--- src/design/srcls_pkg.sv ---
// ----------------------------------------------------------------------------
// SSH record classifier package
// Shared types, record kind codes and the header classification function.
// ----------------------------------------------------------------------------
package srcls_pkg;

  localparam int MaxCaptureBytesDefault = 65535;

  localparam int CountWidth  = 16;
  localparam int TdataWidth  = 120;
  localparam int ResultWidth = 115;

  // record kind codes
  localparam logic [1:0] KIND_NOT_SSH = 2'd0;
  localparam logic [1:0] KIND_IDENT   = 2'd1;
  localparam logic [1:0] KIND_BINARY  = 2'd2;

  // "SSH-" and the line terminator
  localparam logic [7:0] CHAR_S    = 8'h53;
  localparam logic [7:0] CHAR_H    = 8'h48;
  localparam logic [7:0] CHAR_DASH = 8'h2D;
  localparam logic [7:0] CHAR_CR   = 8'h0D;
  localparam logic [7:0] CHAR_LF   = 8'h0A;

  localparam logic [15:0] IdentPrefixBytes = 16'd4;
  localparam logic [15:0] MinBinaryBytes   = 16'd5;
  localparam logic [31:0] MinRecordLength  = 32'd2;
  localparam logic [7:0]  MinPadLength     = 8'd4;
  localparam logic [32:0] LengthFieldBytes = 33'd4;
  localparam logic [15:0] CrLfBytes        = 16'd2;

  // scan state after the current byte has been taken
  typedef struct packed {
    logic [15:0] byte_count;
    logic [31:0] length_shift;
    logic [7:0]  pad_byte;
    logic [7:0]  type_byte;
    logic        prefix_match;
    logic        line_found;
    logic [15:0] line_length;
  } scan_view_t;

  typedef struct packed {
    logic [15:0] bytes_consumed;
    logic [31:0] body_length;
    logic [7:0]  msg_type;
    logic [7:0]  pad_length;
    logic [31:0] record_length;
    logic [15:0] ident_length;
    logic        parse_error;
    logic [1:0]  record_kind;
  } result_t;

  function automatic result_t classify(input scan_view_t v);
    result_t     r;
    logic [32:0] frame_bytes;
    r           = '0;
    frame_bytes = LengthFieldBytes + {1'b0, v.length_shift};
    if (v.byte_count >= IdentPrefixBytes && v.prefix_match) begin
      r.record_kind = KIND_IDENT;
      if (v.line_found) begin
        r.ident_length   = v.line_length;
        r.bytes_consumed = v.line_length + CrLfBytes;
      end else begin
        r.parse_error = 1'b1;
      end
    end else if (v.byte_count >= MinBinaryBytes &&
                 v.length_shift >= MinRecordLength &&
                 v.pad_byte >= MinPadLength &&
                 {24'd0, v.pad_byte} < v.length_shift &&
                 frame_bytes <= {17'd0, v.byte_count}) begin
      r.record_kind    = KIND_BINARY;
      r.record_length  = v.length_shift;
      r.pad_length     = v.pad_byte;
      r.msg_type       = v.type_byte;
      r.body_length    = v.length_shift - 32'd1 - {24'd0, v.pad_byte};
      r.bytes_consumed = frame_bytes[15:0];
    end
    return r;
  endfunction

endpackage

--- src/design/srcls_scan.sv ---
// ----------------------------------------------------------------------------
// SSH record classifier byte scanner
// Holds the per-packet header and line state and shows it after each byte.
// ----------------------------------------------------------------------------
module srcls_scan #(
  parameter int MAX_CAPTURE_BYTES = srcls_pkg::MaxCaptureBytesDefault
) (
  input  logic                   clk,
  input  logic                   rst,
  input  logic                   take,
  input  logic [7:0]             data_byte,
  input  logic                   end_of_capture,
  output srcls_pkg::scan_view_t  view
);
  import srcls_pkg::*;

  localparam logic [CountWidth-1:0] CountLimit = CountWidth'(MAX_CAPTURE_BYTES);

  logic [15:0] byte_count;
  logic [31:0] length_shift;
  logic [7:0]  pad_byte;
  logic [7:0]  type_byte;
  logic        prefix_match;
  logic        saw_cr;
  logic        line_found;
  logic [15:0] line_length;

  logic        saw_cr_next;
  logic        keep;
  logic [7:0]  prefix_char;

  always_comb begin
    unique case (byte_count[1:0])
      2'd0:    prefix_char = CHAR_S;
      2'd1:    prefix_char = CHAR_S;
      2'd2:    prefix_char = CHAR_H;
      default: prefix_char = CHAR_DASH;
    endcase
  end

  // drop bytes once the capture limit is reached
  assign keep = byte_count < CountLimit;

  always_comb begin
    view.byte_count   = byte_count;
    view.length_shift = length_shift;
    view.pad_byte     = pad_byte;
    view.type_byte    = type_byte;
    view.prefix_match = prefix_match;
    view.line_found   = line_found;
    view.line_length  = line_length;
    saw_cr_next       = saw_cr;
    if (keep) begin
      if (byte_count < IdentPrefixBytes) begin
        if (data_byte != prefix_char) view.prefix_match = 1'b0;
        view.length_shift = {length_shift[23:0], data_byte};
      end else if (byte_count == 16'd4) begin
        view.pad_byte = data_byte;
      end else if (byte_count == 16'd5) begin
        view.type_byte = data_byte;
      end
      if (!line_found) begin
        if (saw_cr && data_byte == CHAR_LF) begin
          view.line_found  = 1'b1;
          view.line_length = byte_count - 16'd1;
        end
        saw_cr_next = (data_byte == CHAR_CR);
      end
      view.byte_count = byte_count + 16'd1;
    end
  end

  always_ff @(posedge clk) begin
    if (rst || (take && end_of_capture)) begin
      byte_count   <= '0;
      length_shift <= '0;
      pad_byte     <= '0;
      type_byte    <= '0;
      prefix_match <= 1'b1;
      saw_cr       <= 1'b0;
      line_found   <= 1'b0;
      line_length  <= '0;
    end else if (take) begin
      byte_count   <= view.byte_count;
      length_shift <= view.length_shift;
      pad_byte     <= view.pad_byte;
      type_byte    <= view.type_byte;
      prefix_match <= view.prefix_match;
      saw_cr       <= saw_cr_next;
      line_found   <= view.line_found;
      line_length  <= view.line_length;
    end
  end

endmodule

--- src/design/ssh_record_classifier.sv ---
// ----------------------------------------------------------------------------
// SSH record classifier
// Classifies one captured packet as an SSH identification line, an SSH
// binary packet header, or neither, and reports the parsed header fields.
// ----------------------------------------------------------------------------
// Feed the packet bytes from the SSH layer offset on the slave stream, one
// byte per beat, with s_tlast on the last captured byte. The block takes one
// byte every cycle while no result waits on m_tready; a byte passes an input
// register and the scanner; the classification of a packet is registered in
// the output register for the master stream, one result beat per packet and
// no beats for the other bytes. The output register stalls the whole path
// only while a result waits on m_tready. A packet opening with "SSH-" reports
// the length of its identification line up to the first CR LF (parse_error
// if none is found); otherwise the 32-bit big-endian packet length, padding
// length and message type are checked (length at least 2, padding at least 4
// and below length, 4 + length within the capture) and reported as a binary
// packet, or kind 0 when the checks fail. Bytes past MAX_CAPTURE_BYTES
// before the end mark are dropped and the packet is judged on the rest.
module ssh_record_classifier #(
  parameter int MAX_CAPTURE_BYTES = srcls_pkg::MaxCaptureBytesDefault
) (
  input  logic                               clk,
  input  logic                               rst,
  input  logic                               s_tvalid,
  output logic                               s_tready,
  input  logic [7:0]                         s_tdata,  // data_byte
  input  logic                               s_tlast,  // end_of_capture
  output logic                               m_tvalid,
  input  logic                               m_tready,
  // record_kind[1:0], parse_error[2], ident_length[18:3],
  // record_length[50:19], pad_length[58:51], msg_type[66:59],
  // body_length[98:67], bytes_consumed[114:99], zero fill[119:115]
  output logic [srcls_pkg::TdataWidth-1:0]   m_tdata
);
  import srcls_pkg::*;

  // input register
  logic       in_valid;
  logic [7:0] in_byte;
  logic       in_last;

  // result register
  logic       out_valid;
  result_t    out_result;

  logic       advance;
  logic       take;
  scan_view_t view;

  // advance the pipeline whenever the result register is free or drained
  assign advance  = !out_valid || m_tready;
  assign s_tready = !in_valid || advance;
  assign take     = in_valid && advance;

  always_ff @(posedge clk) begin
    if (rst) begin
      in_valid <= 1'b0;
    end else if (s_tready) begin
      in_valid <= s_tvalid;
    end
  end

  // hold the byte while the pipeline is stalled
  always_ff @(posedge clk) begin
    if (s_tready) begin
      in_byte <= s_tdata;
      in_last <= s_tlast;
    end
  end

  srcls_scan #(
    .MAX_CAPTURE_BYTES(MAX_CAPTURE_BYTES)
  ) u_scan (
    .clk            (clk),
    .rst            (rst),
    .take           (take),
    .data_byte      (in_byte),
    .end_of_capture (in_last),
    .view           (view)
  );

  // only the end-marked byte produces a result beat
  always_ff @(posedge clk) begin
    if (rst) begin
      out_valid <= 1'b0;
    end else if (advance) begin
      out_valid <= take && in_last;
    end
  end

  always_ff @(posedge clk) begin
    if (take && in_last) begin
      out_result <= classify(view);
    end
  end

  assign m_tvalid = out_valid;
  assign m_tdata  = {(TdataWidth - ResultWidth)'(0), out_result};

endmodule
--- config.mk ---
export PLATFORM = sky130hd
export DESIGN_NAME = ssh_record_classifier
export DESIGN_NICKNAME = d
export VERILOG_FILES = /design/src/design/srcls_pkg.sv /design/src/design/srcls_scan.sv /design/src/design/ssh_record_classifier.sv
export SDC_FILE = /design/constraint.sdc
export NUM_CORES = 1
export LEC_CHECK = 0
export BUFFER_PORTS_ARGS = -buffer_cell sky130_fd_sc_hd__buf_2
export CAP_MARGIN = 5
export CELL_PAD_IN_SITES_DETAIL_PLACEMENT = 0
export CELL_PAD_IN_SITES_GLOBAL_PLACEMENT = 2
export CORE_MARGIN = 2
export CORE_UTILIZATION = 41
export DETAILED_ROUTE_END_ITERATION = 10
export GPL_ROUTABILITY_DRIVEN = 0
export HOLD_SLACK_MARGIN = 0.15
export PLACE_DENSITY_LB_ADDON = 0.1
export SYNTH_ARGS = -nofsm -noshare
export SYNTH_HDL_FRONTEND = slang
export SYNTH_HIERARCHICAL = 1
export SYNTH_SLANG_ARGS = --single-unit
--- constraint.sdc ---
create_clock -name clk -period 8.2 [get_ports clk]
set_clock_uncertainty 0.1 [all_clocks]
set_input_delay 1.23 -clock clk [delete_from_list [all_inputs] [get_ports clk]]
set_output_delay 1.23 -clock clk [all_outputs]
set_load 0.02 [all_outputs]
**Yosys cells after proc, flatten, opt, wreduce, memory -nomap -nowiden**

Cells that the tools add are included.

- Flip-flop bits (word level): 209
- Output and inout bits: 122

- $add $sub $neg: 6
- Magnitude comparators: 8
- Equality and inequality tests: 7
- Muxes and demuxes: 16
- Bitwise operators: 2
- Reduce and logical (&&, ||, !) cells: 18

Operators with widths:

| kind | count |
|---|---|
| $mux 96 | 1 |
| $mux 82 | 1 |
| $mux 16 | 3 |
| $mux 17 | 2 |
| $add 3x32->33 const A | 1 |
| $le 33x16->1 | 1 |
| $eq 16x3->1 const B | 2 |
| $ge 16x3->1 const B | 2 |
| $ge 32x2->1 const B | 1 |
| $lt 8x32->1 | 1 |
| $mux 32 | 1 |
| $sub 32x1->32 const B | 1 |
| $sub 32x8->32 | 1 |
| $mux 8 | 3 |
| $add 16x1->16 const B | 1 |
| $add 16x2->16 const B | 1 |
| $eq 8x4->1 const B | 2 |
| $lt 16x16->1 const B | 1 |
| $lt 16x3->1 const B | 1 |
| $sub 16x1->16 const B | 1 |
| $pmux 7 s2 | 1 |
| $ge 8x3->1 const B | 1 |
| $logic_and 1x1->1 | 8 |
| $ne 8x7->1 | 1 |
| other kinds (11) | 18 |

**Logic depth before layout (Yosys ltp)**

- Word-level depth: 14
- Mapped depth: 22
- Gate-level depth less buffers: 17

**Cells and area by module**

The synthesis kept the hierarchy.

Modules (own cells, without submodules):

| module | instances | cells each | area an instance (um^2) |
|---|---|---|---|
| ssh_record_classifier | 1 | 570 | 6,640.1 |
| srcls_scan | 1 | 606 | 5,062.4 |

**Worst setup path before layout**

OpenSTA, ideal clock, no wires.

- Path kind: input to register
- Start: in m_tready
- End: reg out_result, in the netlist m_tdata[0], enable pin
- Setup time: 488 ps
- Arrival: 4,322 ps
- Data required time: 7,612 ps
- Setup slack: 3,290 ps
- Stages: 3
- Path buffers: 0
- Cells stage by stage: nor2b_1 nor2b_1 and2_1

- Longest elaborated chain between the ends: 3

Ends and longest elaborated chain:

| item | line | text |
|---|---|---|
| start, declared | ssh_record_classifier.sv:29 | `input logic m_tready,` |
| $logic_or 1x1->1 | ssh_record_classifier.sv:51 | `assign advance = !out_valid \|\| m_tready;` |
| $logic_and 1x1->1 | ssh_record_classifier.sv:53 | `assign take = in_valid && advance;` |
| net take | ssh_record_classifier.sv:47 | `logic take;` |
| $logic_and 1x1->1 | ssh_record_classifier.sv:92 | `if (take && in_last) begin` |
| end signal, assigned | ssh_record_classifier.sv:93 | `out_result <= classify(view);` |
| end, declared | ssh_record_classifier.sv:44 | `result_t out_result;` |

The timed path passes the listed nets, and every way through them passes these cells.
A chain may end at the register's enable or synchronous reset.

==> results.toml <==
[setup_path]
cp.required_ns = 8.37
r2r.worst_path.cells = 19
critPathLaunch = "u_scan/byte_count[8]"
path_class = "reg -> reg"
worstReg2RegEnd = "m_tdata[105]"
slowest_stage = "nand3_1"
start_kind = "flop"
worstPathCellList = "nor4_4 -> and3_1 -> buf_4 -> nand3_1 -> mux2_2 -> ha_1 -> nand3_1 -> or4_1 -> xnor2_1 -> ha_1 -> and3_1 -> nand4_1 -> nor4_1 -> nor2_1 -> o31ai_1 -> nand4_2 -> buf_4 -> clkinv_2 -> a22o_1"
critical_path.max_stage_delay_ns = 0.62
r2r_slack_ns = 1.51
worstPathArrival_ns = 6.86
r2r_start = "u_scan/byte_count[8]"
critPathCaptureType = "flop"
cp_max_fo = 42

[timing]
tns_ns = 0
finalHoldViolCount = 0
setup_slack_ns = 1.511
period_share_pct = 81.58
worstMarginPinSlew_ns = 1.090
max_slew_margin_pct = 26.64
rsz0062_at_grt = "no"
setup_violations = 0
clock.fmax_mhz = 149.5
report.final.slew_viol_count = 0
fin_crit_ns = 6.689

[run]
maxCapViolCount = 0

[power]
max-vdd-ir-drop_mv = 0.1446
seq_power_share_pct = 46.1
power.internal_uw = 1899
comb_power_share_pct = 7.5
power_leakage_uw = 0.005195
powerDensity_nw_per_um2 = 183.2
p_clk_share_pct = 46.4
p_sw_share_pct = 23.16
power_switching_uw = 572.3

[global_routing]
grt_pass1_vias = 8823
grt_use_total_pct = 21.22
grt-ovfl-total = 0
grt_max_degree = 74
antenna_found_initial = 0
grt_first_pass_wirelength_um = 51110

[worst_hold_path]
min_path_type = "reg -> reg"
hold_path_depth = 2
hold_start = "u_scan/pad_byte[6]"
hold_end = "u_scan/pad_byte[6]"

[final_layout]
final_common_cell = "buf_2"
area_delta_synth_final_pct = 15.31
final_util_pct = 48.31
final_cell_mix = "buf_2, edfxtp_1, dfxtp_1"
fillers = 2697
multi_input_area_um2 = 5804
antenna_cells = 0
seq_area_um2 = 5425
layout-drive-gt1-share_pct = 20.99
nets = 1333

[logic_synthesis]
synthSimpleGateAreaFrac_pct = 19.17
ys.flop_type = "edfxtp_1"
netlist_area_um2 = 11700
seq_area_frac_synth_pct = 46.36
synth_top_family_by_area = "simple AND/OR/NAND/NOR gates"
synth_fa_ha_area_share_pct = 4.555
synth_xor_area_share_pct = 4.041
synth_mux_area_share_pct = 7.858
synth-compound-area-share_pct = 13.03
syn_avg_cell_area_um2 = 9.951
yosys_warnings = 6
async_flop_share_pct = 0
synth_edf_count = 124
synth_cells = 1176
synth_seq_cells = 209
synth_cell_type_count = 80

[routing]
post-route-drc-count = 0
first_iter_violations = 685
vias_per_cell = 5.444
via_count = 9114
ant_nets = 0
drt_wl_total_um = 32290
firstDrtPassIters = 5
avgRoutedWirePerCell_um = 19.29

[clock_tree]
clock-sinks = 209
ctsResizeCount = 0
cts_tree = "built"
path_clk_slew_ns = 0.06
post_cts_buffers = 0
cts_made_buffers = 24
cts_hold_buf = 0
ctsHtreeMaxLevel = 1
clk_latency_ns = 0.52
cts_root_buf = "clkbuf_16"
clk_path_buf_depth = 3

[floorplanning]
die_area_um2 = 29910
start_util_pct = 41.89
core_um2 = 27930
io_pins = 135
die_w_um = 172.9
rows = 61
die_h_um = 172.9

[placement]
dp_slack_ns = 1.608
io_buffers = 129
dp_hpwl_um = 22670

[outcome]
status = "completed"
routing by layer:
metal,GRT usage (%),routed length [µm],vias up
met5,0,0,-
met4,4.555,532,0
met3,2.441,1421,42
met2,35.77,15330,213
met1,29.43,15010,4345
li1,-,-,4514
critical path: cells and delay by family (launching register included):
family / cells / cell delay [ns]
xor gates and xnor gates: 1 / 0.29
AOI/OAI and AO/OA: 2 / 0.50
adders and majority gates: 2 / 0.49
muxes: 1 / 0.50
buffers and inverters: 3 / 1.28
DFF: 1 / 0.43
and+or+nand+nor: 10 / 2.79
worst max-delay path by stage:
stage | end | depth (start not counted) | slack, ns
floorplan | m_tdata[0] | 3 | 3.29
global placement | m_tdata[105] | 19 | 1.71
detailed placement | m_tdata[106] | 19 | 1.61
CTS | m_tdata[106] | 19 | 1.58
global route | m_tdata[105] | 19 | 1.06
finish | m_tdata[105] | 19 | 1.51
cells by family after synthesis:
family                     count (synthesis)
other                                      1
muxes                                     84
AOI/OAI and AO/OA                        244
DFF                                      209
buffers and inverters                    135
and+or+nand+nor                          407
adders and majority gates                 42
xor gates and xnor gates                  54
synthesized netlist by cell type, drive strengths merged, types with 26 or more instances:
cell	count	area [µm²]
buf	29	178.9
xor2	26	227.7
nand3	79	400.4
a21oi	76	380.4
dfxtp	85	1702
ha	41	513.0
and3	30	187.7
mux2i	27	270.3
edfxtp	124	3724
clkbuf	58	219.0
nand2	69	259.0
inv	46	172.7
nor2	75	286.5
mux2	57	649.4
o21ai	70	350.3
xnor2	28	245.2
power by group through the flow:
stage,clock network [µW],registers [µW],logic (µW)
2_1_floorplan,0,1170,117
3_3_place_gp,0,1160,186
3_5_place_dp,0,1160,185
4_1_cts,1170,1140,186
5_1_grt,1220,1140,203
6_report,1150,1140,185
registers in the layout (all words and copies together) (netlist names):
signal	flops
u_scan/length_shift	32
in_last	1
m_tdata	115
u_scan/saw_cr	1
u_scan/pad_byte	8
u_scan/line_length	16
in_byte	8
u_scan/line_found	1
u_scan/byte_count	16
in_valid	1
u_scan/prefix_match	1
u_scan/type_byte	8
m_tvalid	1
metrics by stage:
stage	hold WS [ns]	instance area [µm²]	power [µW]	cells
6_report	0.3568	13490	2472	1674
5_1_grt	0.3775	13490	2562	1674
4_1_cts	0.3592	13490	2497	1674
3_5_place_dp	0.3473	12640	1348	1630
3_3_place_gp	0.3408	12640	1349	1630
2_1_floorplan	0.3322	11770	1291	1195
layout make-up:
| cell class | count | share of cell area (%) |
|---|---|---|
| clock inverters | 16 | 1.595 |
| flip-flops and latches | 209 | 40.20 |
| clock buffers | 28 | 4.720 |
| inverters | 48 | 1.344 |
| well taps | 378 | 3.505 |
| multi-input cells | 851 | 43.01 |
| repair buffers | 144 | 5.619 |
(Power assumes the default switching activity.)
